[src/rtl/kprfc_pkg.sv]
`default_nettype none

package kprfc_pkg;

  // Default receive buffer size (bytes)
  localparam int unsigned DefaultBufBytes = 32;

  // Item function codes
  localparam logic [1:0] FUNC_START   = 2'd0;
  localparam logic [1:0] FUNC_BYTE    = 2'd1;
  localparam logic [1:0] FUNC_TIMEOUT = 2'd2;

  // Result status codes
  localparam logic [1:0] STATUS_OK       = 2'd0;
  localparam logic [1:0] STATUS_NO_RESP  = 2'd1;
  localparam logic [1:0] STATUS_BAD_ADDR = 2'd2;
  localparam logic [1:0] STATUS_BAD_SUM  = 2'd3;

  // Frame kinds
  localparam logic [1:0] KIND_KEY     = 2'd0;
  localparam logic [1:0] KIND_POWERUP = 2'd1;
  localparam logic [1:0] KIND_OTHER   = 2'd2;

  // Frame type constants
  localparam logic [7:0] TYPE_POWERUP = 8'h87;
  localparam logic [7:0] KEY_MAX_LEN  = 8'd16;
  localparam int unsigned PowerupLen  = 9;
  localparam int unsigned HeaderLen   = 2;

  typedef struct packed {
    logic [1:0] func;
    logic [7:0] data_byte;
    logic [5:0] target_addr;
  } item_t;

  typedef struct packed {
    logic [1:0] status;
    logic [1:0] kind;
    logic [7:0] type_byte;
    logic [5:0] frame_len;
    logic [7:0] ack_byte;
  } result_t;

  // Item held in the input register
  typedef struct packed {
    logic  valid;
    item_t item;
  } in_beat_t;

  // Result produced by the frame engine for one step
  typedef struct packed {
    logic    valid;
    result_t res;
  } res_beat_t;

  // Frame kind from the second header byte
  function automatic logic [1:0] frame_kind(input logic [7:0] type_byte);
    logic [1:0] k;
    if (type_byte == TYPE_POWERUP) begin
      k = KIND_POWERUP;
    end else if (type_byte <= KEY_MAX_LEN) begin
      k = KIND_KEY;
    end else begin
      k = KIND_OTHER;
    end
    return k;
  endfunction

endpackage

`default_nettype wire

[src/rtl/kprfc_frame_engine.sv]
`default_nettype none

// Frame state and per-byte update; result is combinational from state and item
module kprfc_frame_engine #(
  parameter int unsigned BUF_BYTES = kprfc_pkg::DefaultBufBytes
) (
  input  wire logic                clk_i,
  input  wire logic                rst_ni,
  input  wire logic                step_i,
  input  wire kprfc_pkg::item_t    item_i,
  output kprfc_pkg::res_beat_t     res_o
);
  import kprfc_pkg::*;

  localparam int unsigned CntW = $clog2(BUF_BYTES + 1);

  localparam logic [1:0] PH_IDLE   = 2'd0;
  localparam logic [1:0] PH_FIRST  = 2'd1;
  localparam logic [1:0] PH_SECOND = 2'd2;
  localparam logic [1:0] PH_BODY   = 2'd3;

  logic [1:0]      phase_q, phase_d;
  logic [5:0]      exp_addr_q, exp_addr_d;
  logic [CntW-1:0] count_q, count_d;
  logic [CntW-1:0] total_q, total_d;
  logic [7:0]      sum_q, sum_d;
  logic [7:0]      first_q, first_d;
  logic [7:0]      second_q, second_d;
  logic [7:0]      last_q, last_d;

  logic            fin, hdr_tmo, is_tmo;
  logic [7:0]      fin_sum, fin_last, fin_second, body_v, open_sum;
  logic [CntW-1:0] fin_count, count_inc;
  logic [1:0]      status;

  assign is_tmo    = (item_i.func == FUNC_TIMEOUT);
  assign count_inc = count_q + CntW'(1);
  assign body_v    = is_tmo ? 8'h00 : item_i.data_byte;
  // Open frames fold the previous byte in once a body byte has been seen
  assign open_sum  = (count_q >= CntW'(3)) ? 8'(sum_q + last_q) : sum_q;

  // Next state and frame end detection
  always_comb begin
    phase_d    = phase_q;
    exp_addr_d = exp_addr_q;
    count_d    = count_q;
    total_d    = total_q;
    sum_d      = sum_q;
    first_d    = first_q;
    second_d   = second_q;
    last_d     = last_q;
    fin        = 1'b0;
    hdr_tmo    = 1'b0;
    fin_sum    = sum_q;
    fin_last   = last_q;
    fin_second = second_q;
    fin_count  = count_q;

    if (step_i) begin
      case (item_i.func) inside
        FUNC_START: begin
          exp_addr_d = item_i.target_addr;
          phase_d    = PH_FIRST;
          count_d    = '0;
          total_d    = '0;
          sum_d      = '0;
          first_d    = '0;
          second_d   = '0;
          last_d     = '0;
        end
        FUNC_BYTE, FUNC_TIMEOUT: begin
          unique case (phase_q)
            PH_IDLE: begin
            end
            PH_FIRST: begin
              if (is_tmo) begin
                hdr_tmo = 1'b1;
                phase_d = PH_IDLE;
              end else begin
                first_d = item_i.data_byte;
                sum_d   = item_i.data_byte;
                count_d = CntW'(1);
                phase_d = PH_SECOND;
              end
            end
            PH_SECOND: begin
              if (is_tmo) begin
                hdr_tmo = 1'b1;
                phase_d = PH_IDLE;
              end else begin
                second_d = item_i.data_byte;
                sum_d    = 8'(sum_q + item_i.data_byte);
                last_d   = item_i.data_byte;
                count_d  = CntW'(HeaderLen);
                phase_d  = PH_BODY;
                if (item_i.data_byte == TYPE_POWERUP) begin
                  total_d = CntW'(PowerupLen);
                end else if (item_i.data_byte <= KEY_MAX_LEN) begin
                  total_d = CntW'(item_i.data_byte) + CntW'(HeaderLen);
                end else begin
                  total_d = CntW'(BUF_BYTES);
                end
                // Zero-length key frame ends on its type byte
                if (item_i.data_byte == 8'h00) begin
                  fin        = 1'b1;
                  fin_sum    = 8'(sum_q + item_i.data_byte);
                  fin_last   = item_i.data_byte;
                  fin_second = item_i.data_byte;
                  fin_count  = CntW'(HeaderLen);
                end
              end
            end
            PH_BODY: begin
              if (frame_kind(second_q) != KIND_OTHER) begin
                // Fixed frame: timeout stands for a zero byte
                count_d = count_inc;
                if (count_inc >= total_q) begin
                  last_d    = body_v;
                  fin       = 1'b1;
                  fin_last  = body_v;
                  fin_count = count_inc;
                end else begin
                  sum_d = 8'(sum_q + body_v);
                end
              end else if (is_tmo) begin
                fin = 1'b1;
              end else begin
                sum_d   = open_sum;
                last_d  = item_i.data_byte;
                count_d = count_inc;
                if (count_inc >= total_q) begin
                  fin       = 1'b1;
                  fin_sum   = open_sum;
                  fin_last  = item_i.data_byte;
                  fin_count = count_inc;
                end
              end
            end
            default: begin
            end
          endcase
        end
        default: begin
        end
      endcase
      if (fin) begin
        phase_d = PH_IDLE;
      end
    end
  end

  // Address and checksum checks
  always_comb begin
    if (first_q[5:0] != exp_addr_q) begin
      status = STATUS_BAD_ADDR;
    end else if (8'(8'h00 - fin_sum) != fin_last) begin
      status = STATUS_BAD_SUM;
    end else begin
      status = STATUS_OK;
    end
  end

  always_comb begin
    res_o.valid = fin || hdr_tmo;
    if (hdr_tmo) begin
      res_o.res = '{status: STATUS_NO_RESP, kind: KIND_KEY, type_byte: 8'h00,
                    frame_len: 6'd0, ack_byte: 8'h00};
    end else begin
      res_o.res = '{status: status, kind: frame_kind(fin_second), type_byte: fin_second,
                    frame_len: 6'(fin_count), ack_byte: first_q};
    end
  end

  always_ff @(posedge clk_i or negedge rst_ni) begin
    if (!rst_ni) begin
      phase_q    <= PH_IDLE;
      exp_addr_q <= '0;
      count_q    <= '0;
      total_q    <= '0;
      sum_q      <= '0;
      first_q    <= '0;
      second_q   <= '0;
      last_q     <= '0;
    end else begin
      phase_q    <= phase_d;
      exp_addr_q <= exp_addr_d;
      count_q    <= count_d;
      total_q    <= total_d;
      sum_q      <= sum_d;
      first_q    <= first_d;
      second_q   <= second_d;
      last_q     <= last_d;
    end
  end
endmodule

`default_nettype wire

[config.mk]
export PLATFORM = sky130hd
export DESIGN_NAME = kprfc_frame_engine
export DESIGN_NICKNAME = d
export VERILOG_FILES = /design/src/rtl/kprfc_pkg.sv /design/src/rtl/kprfc_frame_engine.sv
export SDC_FILE = /design/constraint.sdc
export NUM_CORES = 1
export LEC_CHECK = 0
export BUFFER_PORTS_ARGS = -buffer_cell sky130_fd_sc_hd__buf_2
export CORE_MARGIN = 4
export CORE_UTILIZATION = 45
export DETAILED_ROUTE_END_ITERATION = 12
export PLACE_DENSITY = 0.59
export SLEW_MARGIN = 20
export SYNTH_ARGS = -nofsm -noshare
export SYNTH_HDL_FRONTEND = slang
export SYNTH_SLANG_ARGS = --single-unit
[constraint.sdc]
create_clock -name clk_i -period 6.05 [get_ports clk_i]
set_input_delay 0.605 -clock clk_i [delete_from_list [all_inputs] [get_ports clk_i]]
set_output_delay 0.605 -clock clk_i [all_outputs]
set_load 0.01 [all_outputs]
; After elaboration in Yosys (flattened, before gate mapping)
; Index checks and enable logic that the tools add are counted.
[word_totals]
out_inout_bits = 27
inputBits = 19
n_memories = 0
romBits = 0
ff_bits = 52
ram_bits = 0
latchBits = 0
wordCells = 154
[classes]
n_div = 0
order_cmp = 5
addsub = 6
n_eq_ne = 16
bitwise = 0
mul = 0
n_reduce_logical = 19
mux = 100
n_shift = 0
[op_table]
columns = cell, n
row1 = 2-to-1 mux 8 bit, 42
row2 = 2-to-1 mux 6 bit, 20
row3 = one-hot mux 8 bit (2 select lines), 3
row4 = 2-to-1 mux 2 bit, 15
row5 = 2-to-1 mux 26 bit, 1
row6 = adder 8 bit, 3
row7 = "== test 8 bit, second input constant", 3
row8 = "<= comparator 8 x 5 -> 1 bit, second input constant", 3
row9 = one-hot mux 8 bit (3 select lines), 1
row10 = one-hot mux 6 bit (3 select lines), 1
row11 = 2-to-1 mux 1 bit, 14
row12 = one-hot mux 6 bit (2 select lines), 1
row13 = zero test 8 bit, 1
row14 = "!= test 4 bit, second input constant", 2
row15 = != test 8 bit, 1
row16 = AND reduction 4 bit, 2
row17 = nonzero test 4 bit, 2
row18 = "subtractor 1 x 8 -> 8 bit, first input constant", 1
row19 = AND reduction 7 bit, 1
row20 = "adder 6 x 1 -> 6 bit, second input constant", 1
row21 = "adder 6 x 2 -> 6 bit, second input constant", 1
row22 = "== test 2 bit, second input constant", 3
row23 = "greater-or-equal comparator 6 x 2 -> 1 bit, second input constant", 1
row24 = greater-or-equal comparator 6 bit, 1
row25 = other kinds (15), 22

; Longest topological paths before layout
[logic_depth]
word_depth = 18
depth_mapped = 17
depth_no_buf = 16

; Worst setup path after synthesis
; OpenSTA, ideal clock, no wires.
[synth_path]
path_kind = flip-flop to output port
from = reg count_q[0]
to = out res_o[25] (netlist name)
t_arrival_ns = 4.013
path_stages_with_launch = 17
slack_ns = 1.432
path_cell_list = dfrtp_1 nand3_1 xnor2_1 ha_1 a21o_1 a211o_1 a21oi_1 nor3_2 a221oi_1 and2_1 ha_1 and2_2 xnor3_1 nor2b_1 mux2i_1 or4_1 o21ba_1
[synth_lines]
columns = element, line
row1 = "start, declared", kprfc_frame_engine.sv:24  ; logic [CntW-1:0] count_q, count_d;
row2 = "start signal, assigned", kprfc_frame_engine.sv:187  ; count_q <= count_d;
row3 = "end, declared", kprfc_frame_engine.sv:11  ; output kprfc_pkg::res_beat_t res_o

==> impl_metrics.yaml <==
status:
  outcome: "finished clean"
sta:
  slew_headroom_pct: 42.2
  max_slew.worst_pin.slew_ns: 0.859
  rsz_0062_raised_after_global_routing: "no"
  timing.clock.skew_ns: 0.0135
  setup-tns-final_ns: 0
  timing_max_transition_violations_final: 0
  period_needed_ns: 5.64
  hold_violations: 0
  setup_viol: 0
  final.period_utilization_pct: 93.2
  maxClockFrequency_ghz: 0.177
setup_path:
  critical_path.max_stage_delay_ns: 0.54
  worst_path_dominant_cell_family: "simple AND/OR/NAND/NOR gates"
  worst_setup_path_end_kind: "output pin"
  critical_path_required_ns: 5.44
  reg2reg_slack_ns: 2.66
  critical_path_at_ns: 5.04
  cp.buffers_inverters: 2
  worst_setup_path_start_kind: "flip-flop"
  timing.critical_path.cells: "nand3_1 -> nor2_1 -> xor2_1 -> ha_1 -> nor2_1 -> buf_4 -> or2_2 -> nor3_2 -> a221oi_1 -> and2_1 -> ha_1 -> and2_2 -> xnor3_1 -> nor2b_1 -> mux2i_1 -> or4_1 -> o21ba_1 -> buf_2"
  crit_path_start: "count_q[0]$_DFFE_PN0P_"
  slowest_cell_on_the_critical_path: "sky130_fd_sc_hd__nor3_2"
  cp_max_fo: 9
  setup.worst_path.class: "reg -> out"
  reg2reg_from: "second_q[4]$_DFFE_PN0P_"
die:
  num_rows: 38
  core_area_um2: 11000
  fp.dieH_um: 115
  die_area_um2: 13300
  initial_core_util_pct: 46.9
  die_x_um: 115
  io_pins: 46
global_routing:
  grt_max_degree: 53
  grt_first_pass_wirelength_um: 28100
  first_global_vias: 5074
  global_route.usage.total_pct: 27.3
  congestion_overflow_gr: 0
  grt_antenna_before_repair: 0
clock_tree:
  cts.reportedPaths.clkPinSlew_ns: 0.08
  clk_root_buffer_cell: "sky130_fd_sc_hd__clkbuf_16"
  cts_max_path_buffers: 2
  clock_insertion_delay_worst_skew_ns: 0.31
  tritoncts.num_buffers: 5
  htree_levels: 2
  tritoncts: "done"
  post_cts_resize_count: 0
  cts_hold_buffers: 0
  numClockSinks: 52
  cts_setup_buffers: 0
synthesis:
  yosys.area.top_type: "sky130_fd_sc_hd__dfrtp_1"
  syn-mean-instance-area_um2: 8.24
  mappedNetlistArea_um2: 5180
  cells_taking_the_most_area_after_synthesis: "sky130_fd_sc_hd__dfrtp_1 (25%), sky130_fd_sc_hd__ha_1 (8.9%), sky130_fd_sc_hd__mux2_2 (4.8%), sky130_fd_sc_hd__nand2_1 (4.7%), sky130_fd_sc_hd__a21oi_1 (4.1%)"
  synth.yosys.warnings: 0
  async_reset_ff_share_pct: 100
  yosysTopAreaCellShare_pct: 25.1
  sequential_to_total_area_share_from_yosys_stat_pct: 25.1
  ys_dominant_reg_cell: "sky130_fd_sc_hd__dfrtp_1"
  cells_after_synthesis: 628
  synth_most_common_cell: "sky130_fd_sc_hd__nand2_1"
  register_bit_count_reported_by_yosys: 52
  synth_enable_flop_cells: 0
  synth_cell_type_count: 68
  syn_nets: 687
  synth.top_cells.by_count: "sky130_fd_sc_hd__nand2_1 (65), sky130_fd_sc_hd__dfrtp_1 (52), sky130_fd_sc_hd__nor2_1 (50)"
placement:
  placement.io_buffers: 45
  dp.final_hpwl_um: 13000
  place_congestion: 0.985
finish:
  final_net_count: 725
  post-route-util_pct: 52.2
  areaGrowthSynthToFinish_pct: 11.3
  post_route_cells_drive_above_1_share_pct: 15.1
  antenna_cell_count: 0
  fill_cells: 1048
power_and_ir_drop:
  power.leakage_nw: 2.55
  power_per_cell_area_nw_per_um2: 492
  max-vdd-ir-drop_v: 0.000208
min_path:
  timing.hold.worst.class: "in -> async"
detailed_routing:
  routed_wire_length_per_instance_um: 21.8
  antenna_violating_nets_post_route: 0
  dr.pass1.iters: 5
  detailroute.via_count: 5235
  drt_first_iter_violations: 496
  drt-total-wl_um: 17600
  drt-vias-per-instance: 6.49
  drcViolationCount: 0
run:
  maxCapViolCount: 0
[through the flow]
| step | setup WS [ns] | hold WS, ns | power, W | instance area [um^2] | cells |
|---|---|---|---|---|---|
| floorplan | 1.43 | 0.309 | 0.00188 | 5180 | 628 |
| global placement | 0.816 | 0.461 | 0.00240 | 5590 | 799 |
| detailed placement | 0.585 | 0.473 | 0.00243 | 5590 | 799 |
| CTS | 0.450 | 0.451 | 0.00279 | 5750 | 807 |
| global route | 0.105 | 0.488 | 0.00305 | 5760 | 807 |
| finish | 0.409 | 0.425 | 0.00283 | 5760 | 807 |
[final timing paths]
| check | to | cells after the start |
|---|---|---|
| setup reg to reg | sum_q[7]$_DFFE_PN0P_ | 9 |
| min in group clk_i | total_q[4]$_DFFE_PN0P_ | 2 |
| max in group asynchronous | count_q[3]$_DFFE_PN0P_ | 2 |
| hold reg to reg | total_q[4]$_DFFE_PN0P_ | 2 |
| hold / removal | last_q[0]$_DFFE_PN0P_ | 2 |
| setup / recovery | res_o[25] | 18 |
[registers in the layout, indices dropped and copies added, names as in the netlist]
signal and cells:
first_q 8, exp_addr_q 6, phase_q 2, total_q 6, last_q 8, second_q 8
sum_q 8, count_q 6
[cell families after synthesis]
kind of cell             Yosys count  share of synthesized area [%]
AND/OR/NAND/NOR                  218                           21.4
AO/OA/AOI/OAI                    201                           26.7
flip-flops                        52                           25.1
buffers and inverters             49                           3.58
adder cells (fa/ha/maj)           40                           10.1
XOR/XNOR                          39                           6.86
multiplexers                      29                           6.16
[final cells by class]
cell class	count	area (um^2)	area share [%]
Multi-Input combinational cell	527	3710	64.4
Sequential cell	52	1300	22.6
Timing Repair Buffer	59	330	5.73
Tap cell	140	175	3.04
Clock buffer	6	129	2.24
Inverter	21	78.8	1.37
Clock inverter	2	38.8	0.673
[layout by cell type, fill, tap and decap left out, types with 4 or more instances in the layout]
master	n
sky130_fd_sc_hd__o41ai_1	5
sky130_fd_sc_hd__and3_1	8
sky130_fd_sc_hd__xor2_1	16
sky130_fd_sc_hd__xnor2_1	22
sky130_fd_sc_hd__nor3_1	6
sky130_fd_sc_hd__mux2_2	22
sky130_fd_sc_hd__o31ai_1	17
sky130_fd_sc_hd__a31oi_1	11
sky130_fd_sc_hd__nand2b_1	8
sky130_fd_sc_hd__mux2i_1	6
sky130_fd_sc_hd__o21a_1	4
sky130_fd_sc_hd__a22oi_1	6
sky130_fd_sc_hd__nor4_1	5
sky130_fd_sc_hd__and2_1	12
sky130_fd_sc_hd__buf_4	14
sky130_fd_sc_hd__inv_1	21
sky130_fd_sc_hd__nand2_1	65
sky130_fd_sc_hd__a21o_1	11
sky130_fd_sc_hd__ha_1	37
sky130_fd_sc_hd__o21bai_1	7
sky130_fd_sc_hd__a211oi_1	8
sky130_fd_sc_hd__nand3_1	12
sky130_fd_sc_hd__buf_2	45
sky130_fd_sc_hd__nor2b_1	29
sky130_fd_sc_hd__a21oi_1	42
sky130_fd_sc_hd__o221ai_1	4
sky130_fd_sc_hd__o21ai_0	33
sky130_fd_sc_hd__a221o_1	4
sky130_fd_sc_hd__dfrtp_1	52
sky130_fd_sc_hd__a22o_1	8
sky130_fd_sc_hd__a32oi_1	6
sky130_fd_sc_hd__clkbuf_16	5
sky130_fd_sc_hd__o211ai_1	6
sky130_fd_sc_hd__nor2_1	50
sky130_fd_sc_hd__a221oi_1	6
[per-layer routing]
layer	routed length [um]	GRT usage, %	vias to the layer above
met5	0	0	-
met4	595	10.5	0
met3	1610	4.16	50
met2	7710	41.4	290
met1	7710	39.1	2498
li1	-	-	2397
[where the power goes]
group	switching, W	internal, W
registers	0.000193	0.000463
logic	0.00110	0.000734
clock network	0.000151	0.000198
No activity file was read; power rests on OpenSTA's default activity.
